$ cat config.mk
export PLATFORM = sky130hd
export DESIGN_NAME = string_escape_decoder_top
export DESIGN_NICKNAME = d
export VERILOG_FILES = /design/src/hdl/sed_pkg.sv /design/src/hdl/string_escape_decoder_top.sv
export SDC_FILE = /design/constraint.sdc
export NUM_CORES = 1
export LEC_CHECK = 0
export BUFFER_PORTS_ARGS = -buffer_cell sky130_fd_sc_hd__buf_2
export CORE_MARGIN = 5
export CORE_UTILIZATION = 40
export CTS_CLUSTER_SIZE = 24
export DETAILED_ROUTE_END_ITERATION = 8
export PLACE_DENSITY = 0.51
export SYNTH_ARGS = -nofsm -noshare
export SYNTH_HDL_FRONTEND = slang
export SYNTH_SLANG_ARGS = --single-unit
$ cat constraint.sdc
create_clock -name clk -period 12.25 [get_ports clk]
set_clock_uncertainty 0.2 [all_clocks]
set_input_delay 1.8375 -clock clk [delete_from_list [all_inputs] [get_ports clk]]
set_output_delay 1.8375 -clock clk [all_outputs]
set_load 0.02 [all_outputs]
$ cat src/hdl/sed_pkg.sv
// shared types, constants and helper functions of the string escape decoder
// no dependencies; imported by the top level and its checker
package sed_pkg;

	localparam int MAX_RES = 5;
	localparam int ENC_MAX = 4;

	// decoder modes
	typedef enum logic [5:0] {
		MODE_PLAIN  = 6'b000001,
		MODE_BSLASH = 6'b000010,
		MODE_HEX2   = 6'b000100,
		MODE_HEX4   = 6'b001000,
		MODE_HEX8   = 6'b010000,
		MODE_OCT    = 6'b100000
	} mode_t;

	// result status codes
	localparam logic [2:0] ST_OK         = 3'd0;
	localparam logic [2:0] ST_BSLASH_END = 3'd1;
	localparam logic [2:0] ST_BAD_DIGIT  = 3'd2;
	localparam logic [2:0] ST_UNKNOWN    = 3'd3;
	localparam logic [2:0] ST_TOO_LARGE  = 3'd4;

	// characters of the escape syntax
	localparam logic [7:0] CH_0   = 8'h30;
	localparam logic [7:0] CH_7   = 8'h37;
	localparam logic [7:0] CH_8   = 8'h38;
	localparam logic [7:0] CH_9   = 8'h39;
	localparam logic [7:0] CH_LA  = 8'h61;
	localparam logic [7:0] CH_LF  = 8'h66;
	localparam logic [7:0] CH_UA  = 8'h41;
	localparam logic [7:0] CH_UF  = 8'h46;
	localparam logic [7:0] CH_BSL = 8'h5C;
	localparam logic [7:0] CH_DQ  = 8'h22;
	localparam logic [7:0] CH_V   = 8'h76;
	localparam logic [7:0] CH_F   = 8'h66;
	localparam logic [7:0] CH_R   = 8'h72;
	localparam logic [7:0] CH_N   = 8'h6E;
	localparam logic [7:0] CH_T   = 8'h74;
	localparam logic [7:0] CH_X   = 8'h78;
	localparam logic [7:0] CH_U   = 8'h75;
	localparam logic [7:0] CH_BIGU = 8'h55;

	// digit offsets: lower and upper case letters start at ten
	localparam logic [7:0] HEX_LOWER_BASE = 8'h57;
	localparam logic [7:0] HEX_UPPER_BASE = 8'h37;

	// decoded control bytes
	localparam logic [7:0] BYTE_VT  = 8'h0B;
	localparam logic [7:0] BYTE_FF  = 8'h0C;
	localparam logic [7:0] BYTE_CR  = 8'h0D;
	localparam logic [7:0] BYTE_LF  = 8'h0A;
	localparam logic [7:0] BYTE_TAB = 8'h09;

	localparam logic [31:0] MAX_CODE_POINT = 32'h0010_FFFF;
	localparam logic [31:0] OCT_LIMIT      = 32'd32;
	localparam logic [3:0]  OCT_DIGITS     = 4'd3;

	// one result item
	typedef struct packed {
		logic [7:0] data;
		logic       empty;
		logic [2:0] status;
		logic       last;
	} res_t;

	typedef struct packed {
		logic       ok;
		logic [3:0] val;
	} hex_t;

	typedef struct packed {
		logic [2:0]              cnt;
		logic [ENC_MAX-1:0][7:0] bytes;
	} enc_t;

	// value of one hex digit, ok low when the byte is no digit
	function automatic hex_t hex_digit(input logic [7:0] c);
		hex_t h;
		h.ok  = 1'b1;
		h.val = 4'd0;
		if (c inside {[CH_0:CH_9]})
			h.val = 4'(c - CH_0);
		else if (c inside {[CH_LA:CH_LF]})
			h.val = 4'(c - HEX_LOWER_BASE);
		else if (c inside {[CH_UA:CH_UF]})
			h.val = 4'(c - HEX_UPPER_BASE);
		else
			h.ok = 1'b0;
		return h;
	endfunction

	// bytes of a completed escape: one raw byte, or utf-8 for a code point in range
	function automatic enc_t utf8_encode(input mode_t m, input logic [31:0] w);
		enc_t e;
		e.cnt   = 3'd1;
		e.bytes = '0;
		if (m == MODE_HEX2 || m == MODE_OCT) begin
			e.bytes[0] = w[7:0];
		end else if (w < 32'h0000_0080) begin
			e.bytes[0] = w[7:0];
		end else if (w < 32'h0000_0800) begin
			e.cnt      = 3'd2;
			e.bytes[0] = {3'b110, w[10:6]};
			e.bytes[1] = {2'b10, w[5:0]};
		end else if (w < 32'h0001_0000) begin
			e.cnt      = 3'd3;
			e.bytes[0] = {4'b1110, w[15:12]};
			e.bytes[1] = {2'b10, w[11:6]};
			e.bytes[2] = {2'b10, w[5:0]};
		end else begin
			e.cnt      = 3'd4;
			e.bytes[0] = {5'b11110, w[20:18]};
			e.bytes[1] = {2'b10, w[17:12]};
			e.bytes[2] = {2'b10, w[11:6]};
			e.bytes[3] = {2'b10, w[5:0]};
		end
		return e;
	endfunction

endpackage

$ cat src/hdl/string_escape_decoder_top.sv
// string escape decoder: one string-body byte in per item, decoded bytes out
// uses sed_pkg for modes, status codes, digit decode and utf-8 encode
// an item waits in the input register until the result buffer can take its results, which then drive the output
// throughput: one item per cycle while each gives at most one result and the receiver
// takes it; an item with more results holds the input as the result buffer drains
// reset: arst_n low clears mode, escape value, digit count, discard flag, input valid and result count
module string_escape_decoder_top
	import sed_pkg::*;
(
	input  logic       clk,
	input  logic       arst_n,
	input  logic       in_valid,
	output logic       in_ready,
	input  logic [7:0] in_byte,
	input  logic       has_byte,
	input  logic       in_last,
	output logic       out_valid,
	input  logic       out_ready,
	output logic [7:0] out_byte,
	output logic       out_empty,
	output logic [2:0] status,
	output logic       out_last
);

	// input register
	logic       valid_s1;
	logic [7:0] byte_s1;
	logic       hb_s1;
	logic       last_s1;

	// decoder state
	mode_t       mode_q;
	logic [31:0] val_q;
	logic [3:0]  cnt_q;
	logic        disc_q;

	// result buffer, head at entry 0
	res_t       buf_q [MAX_RES];
	logic [2:0] rem_q;

	// decode results
	mode_t       mode_d;
	logic [31:0] val_d;
	logic [3:0]  cnt_d;
	logic        disc_d;
	res_t        res_d [MAX_RES];
	logic [2:0]  n_d;

	logic s1_take;
	logic out_take;

	// handshake
	assign s1_take  = valid_s1 && (rem_q == 3'd0 || (rem_q == 3'd1 && out_ready));
	assign in_ready = !valid_s1 || s1_take;
	assign out_take = out_valid && out_ready;

	// input register
	always_ff @(posedge clk or negedge arst_n) begin
		if (!arst_n) begin
			valid_s1 <= 1'b0;
		end else if (in_ready) begin
			valid_s1 <= in_valid;
		end
	end

	always_ff @(posedge clk) begin
		if (in_valid && in_ready) begin
			byte_s1 <= in_byte;
			hb_s1   <= has_byte;
			last_s1 <= in_last;
		end
	end

	// decode one item against the current state
	always_comb begin
		mode_t       m;
		logic [31:0] v;
		logic [3:0]  k;
		logic [2:0]  st;
		logic        cmp_go;
		mode_t       cmp_mode;
		logic [31:0] cmp_val;
		logic        take_plain;
		logic        plain_go;
		logic [7:0]  plain_byte;
		hex_t        hd;
		logic [31:0] nv_hex;
		logic [31:0] nv_oct;
		logic [3:0]  nk;
		logic [3:0]  lim;
		enc_t        enc;

		m          = mode_q;
		v          = val_q;
		k          = cnt_q;
		st         = ST_OK;
		cmp_go     = 1'b0;
		cmp_mode   = mode_q;
		cmp_val    = val_q;
		take_plain = 1'b0;
		plain_go   = 1'b0;
		plain_byte = byte_s1;
		hd         = hex_digit(byte_s1);
		nv_hex     = {val_q[27:0], hd.val};
		nv_oct     = {val_q[28:0], byte_s1[2:0]};
		nk         = cnt_q + 4'd1;
		lim        = (mode_q == MODE_HEX2) ? 4'd2 : ((mode_q == MODE_HEX4) ? 4'd4 : 4'd8);

		// the byte itself
		if (hb_s1) begin
			case (mode_q)
				MODE_HEX2, MODE_HEX4, MODE_HEX8: begin
					if (hd.ok) begin
						v = nv_hex;
						k = nk;
						if (nk >= lim) begin
							if (mode_q != MODE_HEX2 && nv_hex > MAX_CODE_POINT) begin
								st = ST_TOO_LARGE;
							end else begin
								cmp_go  = 1'b1;
								cmp_val = nv_hex;
							end
							m = MODE_PLAIN;
							v = '0;
							k = '0;
						end
					end else if (cnt_q == 4'd0) begin
						st = ST_BAD_DIGIT;
					end else if (mode_q != MODE_HEX2 && val_q > MAX_CODE_POINT) begin
						st = ST_TOO_LARGE;
					end else begin
						cmp_go     = 1'b1;
						m          = MODE_PLAIN;
						v          = '0;
						k          = '0;
						take_plain = 1'b1;
					end
				end
				MODE_OCT: begin
					if (byte_s1 inside {[CH_0:CH_7]} && cnt_q < OCT_DIGITS
							&& val_q < OCT_LIMIT) begin
						v = nv_oct;
						k = nk;
						if (nk >= OCT_DIGITS || nv_oct >= OCT_LIMIT) begin
							cmp_go  = 1'b1;
							cmp_val = nv_oct;
							m       = MODE_PLAIN;
							v       = '0;
							k       = '0;
						end
					end else begin
						cmp_go     = 1'b1;
						m          = MODE_PLAIN;
						v          = '0;
						k          = '0;
						take_plain = 1'b1;
					end
				end
				MODE_BSLASH: begin
					m = MODE_PLAIN;
					case (byte_s1)
						CH_V: begin
							plain_go   = 1'b1;
							plain_byte = BYTE_VT;
						end
						CH_F: begin
							plain_go   = 1'b1;
							plain_byte = BYTE_FF;
						end
						CH_R: begin
							plain_go   = 1'b1;
							plain_byte = BYTE_CR;
						end
						CH_N: begin
							plain_go   = 1'b1;
							plain_byte = BYTE_LF;
						end
						CH_T: begin
							plain_go   = 1'b1;
							plain_byte = BYTE_TAB;
						end
						CH_DQ, CH_BSL: begin
							plain_go = 1'b1;
						end
						CH_X:    m = MODE_HEX2;
						CH_U:    m = MODE_HEX4;
						CH_BIGU: m = MODE_HEX8;
						default: begin
							if (byte_s1 inside {[CH_0:CH_7]}) begin
								m = MODE_OCT;
								v = {29'd0, byte_s1[2:0]};
								k = 4'd1;
							end else if (byte_s1 == CH_8 || byte_s1 == CH_9) begin
								st = ST_BAD_DIGIT;
							end else begin
								st = ST_UNKNOWN;
							end
						end
					endcase
				end
				default: take_plain = 1'b1;
			endcase

			// byte that ended a short escape, or a plain byte
			if (take_plain) begin
				if (byte_s1 == CH_BSL)
					m = MODE_BSLASH;
				else
					plain_go = 1'b1;
			end
		end

		// end of string closes any pending escape
		if (st == ST_OK && last_s1) begin
			case (m)
				MODE_BSLASH: st = ST_BSLASH_END;
				MODE_HEX2, MODE_HEX4, MODE_HEX8: begin
					if (k == 4'd0) begin
						st = ST_BAD_DIGIT;
					end else if (m != MODE_HEX2 && v > MAX_CODE_POINT) begin
						st = ST_TOO_LARGE;
					end else begin
						cmp_go   = 1'b1;
						cmp_mode = m;
						cmp_val  = v;
					end
				end
				MODE_OCT: begin
					cmp_go   = 1'b1;
					cmp_mode = m;
					cmp_val  = v;
				end
				default: ;
			endcase
		end

		enc = utf8_encode(cmp_mode, cmp_val);

		// assemble result items: escape bytes, plain byte, then end or error
		for (int i = 0; i < MAX_RES; i++)
			res_d[i] = '0;
		n_d = 3'd0;
		if (cmp_go) begin
			for (int i = 0; i < ENC_MAX; i++) begin
				if (3'(i) < enc.cnt)
					res_d[i].data = enc.bytes[i];
			end
			n_d = enc.cnt;
		end
		if (plain_go) begin
			res_d[n_d].data = plain_byte;
			n_d = n_d + 3'd1;
		end
		if (st != ST_OK) begin
			res_d[n_d].empty  = 1'b1;
			res_d[n_d].status = st;
			res_d[n_d].last   = 1'b1;
			n_d = n_d + 3'd1;
		end else if (last_s1) begin
			if (n_d != 3'd0) begin
				res_d[n_d - 3'd1].last = 1'b1;
			end else begin
				res_d[0].empty = 1'b1;
				res_d[0].last  = 1'b1;
				n_d = 3'd1;
			end
		end

		// next state
		mode_d = m;
		val_d  = v;
		cnt_d  = k;
		disc_d = 1'b0;
		if (st != ST_OK || last_s1) begin
			mode_d = MODE_PLAIN;
			val_d  = '0;
			cnt_d  = '0;
			disc_d = (st != ST_OK) && !last_s1;
		end

		// rest of an aborted string is dropped
		if (disc_q) begin
			for (int i = 0; i < MAX_RES; i++)
				res_d[i] = '0;
			n_d    = 3'd0;
			mode_d = mode_q;
			val_d  = val_q;
			cnt_d  = cnt_q;
			disc_d = !last_s1;
		end
	end

	// decoder state
	always_ff @(posedge clk or negedge arst_n) begin
		if (!arst_n) begin
			mode_q <= MODE_PLAIN;
			val_q  <= '0;
			cnt_q  <= '0;
			disc_q <= 1'b0;
		end else if (s1_take) begin
			mode_q <= mode_d;
			val_q  <= val_d;
			cnt_q  <= cnt_d;
			disc_q <= disc_d;
		end
	end

	// result buffer count
	always_ff @(posedge clk or negedge arst_n) begin
		if (!arst_n) begin
			rem_q <= 3'd0;
		end else if (s1_take) begin
			rem_q <= n_d;
		end else if (out_take) begin
			rem_q <= rem_q - 3'd1;
		end
	end

	// result buffer payload, shifts towards the head as items leave
	always_ff @(posedge clk) begin
		if (s1_take) begin
			buf_q <= res_d;
		end else if (out_take) begin
			for (int i = 0; i < MAX_RES - 1; i++)
				buf_q[i] <= buf_q[i + 1];
		end
	end

	// output item
	assign out_valid = (rem_q != 3'd0);
	assign out_byte  = buf_q[0].data;
	assign out_empty = buf_q[0].empty;
	assign status    = buf_q[0].status;
	assign out_last  = buf_q[0].last;

endmodule

==> metrics.md <==
| Metric | Value |
|---|---|
| Pleak | `around 3.7 nW` |
| DRT iter0 DRCs | `around 750` |
| Via-to-Cell Ratio | `6.33` |
| Core area | `~22000 µm²` |
| CP Launch Type | `flip-flop` |
| Mean area per synthesized cell | `about 9 µm²` |
| DRC viols | `0` |
| Largest family of logic cells by synthesized area | `compound AO/OA/AOI/OAI gates` |
| 1st-pass router iterations | `5` |
| Ports | `29` |
| RSZ-0062 raised after global routing | `false` |
| Tcrit/Tclk final | `0.630` |
| Critical Setup Path Class | `reg2reg` |
| Most used flip-flop cell after synthesis | `edfxtp_1` |
| WL/cell | `23.4 µm` |
| Fin Hold WS | `approximately 0.32 ns` |
| Placed Instance Area | `slightly above 9000 µm²` |
| CTS Root Cell | `clkbuf_16` |
| Dpl hpwl | `approximately 21000 µm` |
| Simple-Gate Fraction of Synth Area | `0.205` |
| # rows | `54` |
| Seq/Total Area, Yosys | `0.384` |
| H-Tree Depth | `4` |
| Post-layout nets | `approximately 1000` |
| CP required | `12.35 ns` |
| Worst vdd ir | `267 µV` |
| Design area | `9760 µm²` |
| Crit. Startpoint | `mode_q[3]$_DFFE_PN0P_` |
| RR Startpoint | `mode_q[3]$_DFFE_PN0P_` |
| Die area | `approximately 25000 µm²` |
| Postcts setup bufs | `0` |
| Worst Min Path Start | `buf_q[30]$_DFFE_PP_` |
| Die Span X | `around 160 µm` |
| Fmax | `around 0.13 GHz` |
| Total track usage | `0.229` |
| Global-route wire length before repair | `between 40000 and 50000 µm` |
| Share of layout cells above drive strength 1 | `0.119` |
| Worst-path fanout max | `13` |
| CTS Buf Count | `17` |
| Clock-pin slew of the registers on the worst-case setup and hold paths | `around 0.060 ns` |
| Final WL | `slightly below 30000 µm` |
| Initial core utilization | `0.408` |
| Power density of the placed cells | `roughly 200 nW/µm²` |
| Setup TNS | `0 ns` |
| Synth Cell Area | `about 9000 µm²` |
| CP Capture Type | `flip-flop` |
| Status | `completed` |
| Initial antenna violation count | `0` |
| CTS tree | `built` |
| Multiplexer share of the synthesized area | `0.0353` |
| Vias in the first global route | `between 7000 and 8000` |
| CTS max path bufs | `2` |
| Clk sinks | `~120` |
| Gpl congestion | `~0.93` |
| Post-synth EDFFs | `75` |
| Cells after synthesis | `1002` |
| Largest net degree at the start of global routing | `61` |
| Final setup viols | `0` |
| Max Cap Viol | `0` |
| Relative slew slack | `0.233` |
| Post-Synth Adder-Cell Area | `0.0238` |
| Compound-Gate Fraction of Synth Area | `0.283` |
| Hold buffers post-CTS | `0` |
| Gr ovfl total | `0` |
| Worst Hold Class | `reg2reg` |
| Total number of vias | `just over 8000` |
| Synth warn | `0` |
| Layout area overhead | `9.32%` |
| Post-CTS Resized | `0` |
| Pins Over Slew Limit | `0` |
| Worst-Margin Slew | `roughly 1.1 ns` |
| Antenna viol nets, final | `0` |
| XOR/XNOR Fraction of Synth Area | `0.0135` |
| ANT cells | `0` |
| Synth unique cells | `94` |
| Post-synth ARST share | `0.385` |
| Arrival @ worst endpoint | `around 7.8 ns` |
| Die height | `159 µm` |
| Fin crit period | `a little under 8 ns` |
| Clock Latency Late Sink | `0.43 ns` |
| Port bufs | `28` |
| Count of state elements after synthesis | `122` |
| Hold Fails Final Rpt | `0` |
## stage by stage
step / setup slack (ns) / util / total power [mW] / cells
global route: 3.79 / 0.446 / 2.05 / 1274
global placement: 4.80 / 0.418 / 1.42 / 1242
floorplan: 6.08 / - / 1.22 / 1003
finish: 4.53 / 0.446 / 1.94 / 1274
CTS: 4.69 / 0.446 / 1.95 / 1274
detailed placement: 4.73 / 0.418 / 1.42 / 1242
## worst max-delay path, cell delays in order, from the launching register on
cell,delay [ns]
dfrtp_1,0.53
nor4_1,0.58
nand2_1,0.17
inv_1,0.12
ha_1,0.23
a21boi_0,0.24
o21ai_1,0.26
nor4_1,0.93
a22oi_1,0.19
nor2_1,0.21
o32a_1,0.28
nor3_2,0.09
a21boi_1,0.53
nor4_2,0.13
nor2_1,0.75
nor2_1,0.23
nor2_1,0.17
ha_1,0.16
nand2_1,0.09
o31ai_4,0.14
inv_2,0.10
ha_1,0.28
or3_1,0.37
a2111oi_0,0.45
a211o_1,0.14
## synthesized netlist by cell type (8+ instances only)
cell      number  area share
a21o_1        16       0.013
a21oi_1       44       0.025
a221oi_1      10      0.0098
a22o_1        52       0.051
a22oi_1       26       0.022
a31oi_1       11      0.0077
and2_1        14      0.0098
buf_4         12       0.010
clkbuf_1      54       0.023
dfrtp_1       46        0.13
edfxtp_1      75        0.25
ha_1          17       0.024
inv_1         31       0.013
mux2_2        10       0.013
mux2i_1       18       0.020
nand2_1      113       0.048
nand2b_1      14      0.0098
nand3_1       22       0.012
nor2_1        73       0.031
nor3_1        22       0.012
nor4_1        18       0.013
o211ai_1       8      0.0067
o21ai_0       72       0.040
o221ai_1       9      0.0088
o22ai_1       17       0.012
o31ai_1       17       0.014
or2_2          8      0.0056
or3_1         14      0.0098
or4_1         14       0.012
## power by group
group          switching [mW]  leakage, nW  internal [mW]  total, mW
clock network           0.208        0.287          0.320      0.528
registers              0.0709         1.38          0.611      0.682
logic                   0.502         2.00          0.232      0.734
## sequential cells by signal, indices dropped and copies added (netlist names)
signal,count
cnt_q,4
last_s1,1
byte_s1,8
out_last,1
status,3
hb_s1,1
val_q,32
out_byte,8
valid_s1,1
mode_q,6
out_empty,1
rem_q,3
disc_q,1
buf_q,52
## path summary, 6_finish.rpt
kind	end	slack, ns	cells after the start
setup / recovery	buf_q[39]$_DFFE_PP_	4.53	24
hold / removal	buf_q[43]$_DFFE_PP_	0.32	1
setup reg to reg	buf_q[39]$_DFFE_PP_	4.53	24
hold reg to reg	buf_q[43]$_DFFE_PP_	0.32	1
max in group asynchronous	mode_q[2]$_DFFE_PN0P_	10.05	2
min in group asynchronous	val_q[28]$_DFFE_PN0P_	1.34	2
## layout make-up
class / instances / area [µm²]
Inverter: 33 / 124
Clock buffer: 17 / 425
Timing Repair Buffer: 39 / 223
Clock inverter: 15 / 174
Tap cell: 280 / 350
Multi-Input combinational cell: 768 / 5030
Sequential cell: 122 / 3430
Fill cell: 2215 / 12100
## placed cells by master (no fill, tap or decap), types with 16 or more instances in the layout
cell       synthesis  routed
nand2_1          113     112
edfxtp_1          75      75
nor2_1            73      71
o21ai_0           72      71
a22o_1            52      52
dfrtp_1           46      46
a21oi_1           44      44
inv_1             31      31
buf_2              5      28
a22oi_1           26      26
nand3_1           22      22
nor3_1            22      22
mux2i_1           18      18
o31ai_1           17      17
nor4_1            18      17
o22ai_1           17      17
ha_1              17      17
clkbuf_16          0      17
a21o_1            16      16
## logic make-up after synthesis
kind of cell               Yosys count
adders and majority gates           17
other                                1
AOI/OAI and AO/OA                  351
xor gates and xnor gates            12
muxes                               29
DFF                                122
and+or+nand+nor                    357
buffers and inverters              113
## routing by layer
| layer | up-vias | global-route usage | part of all wire |
|---|---|---|---|
| met3 | 47 | 0.0375 | 0.052 |
| met1 | 3938 | 0.339 | 0.48 |
| met2 | 291 | 0.344 | 0.44 |
| li1 | 3793 | - | - |
| met5 | - | 0 | 0 |
| met4 | 0 | 0.0721 | 0.024 |
No activity file was read; power rests on OpenSTA's default activity.
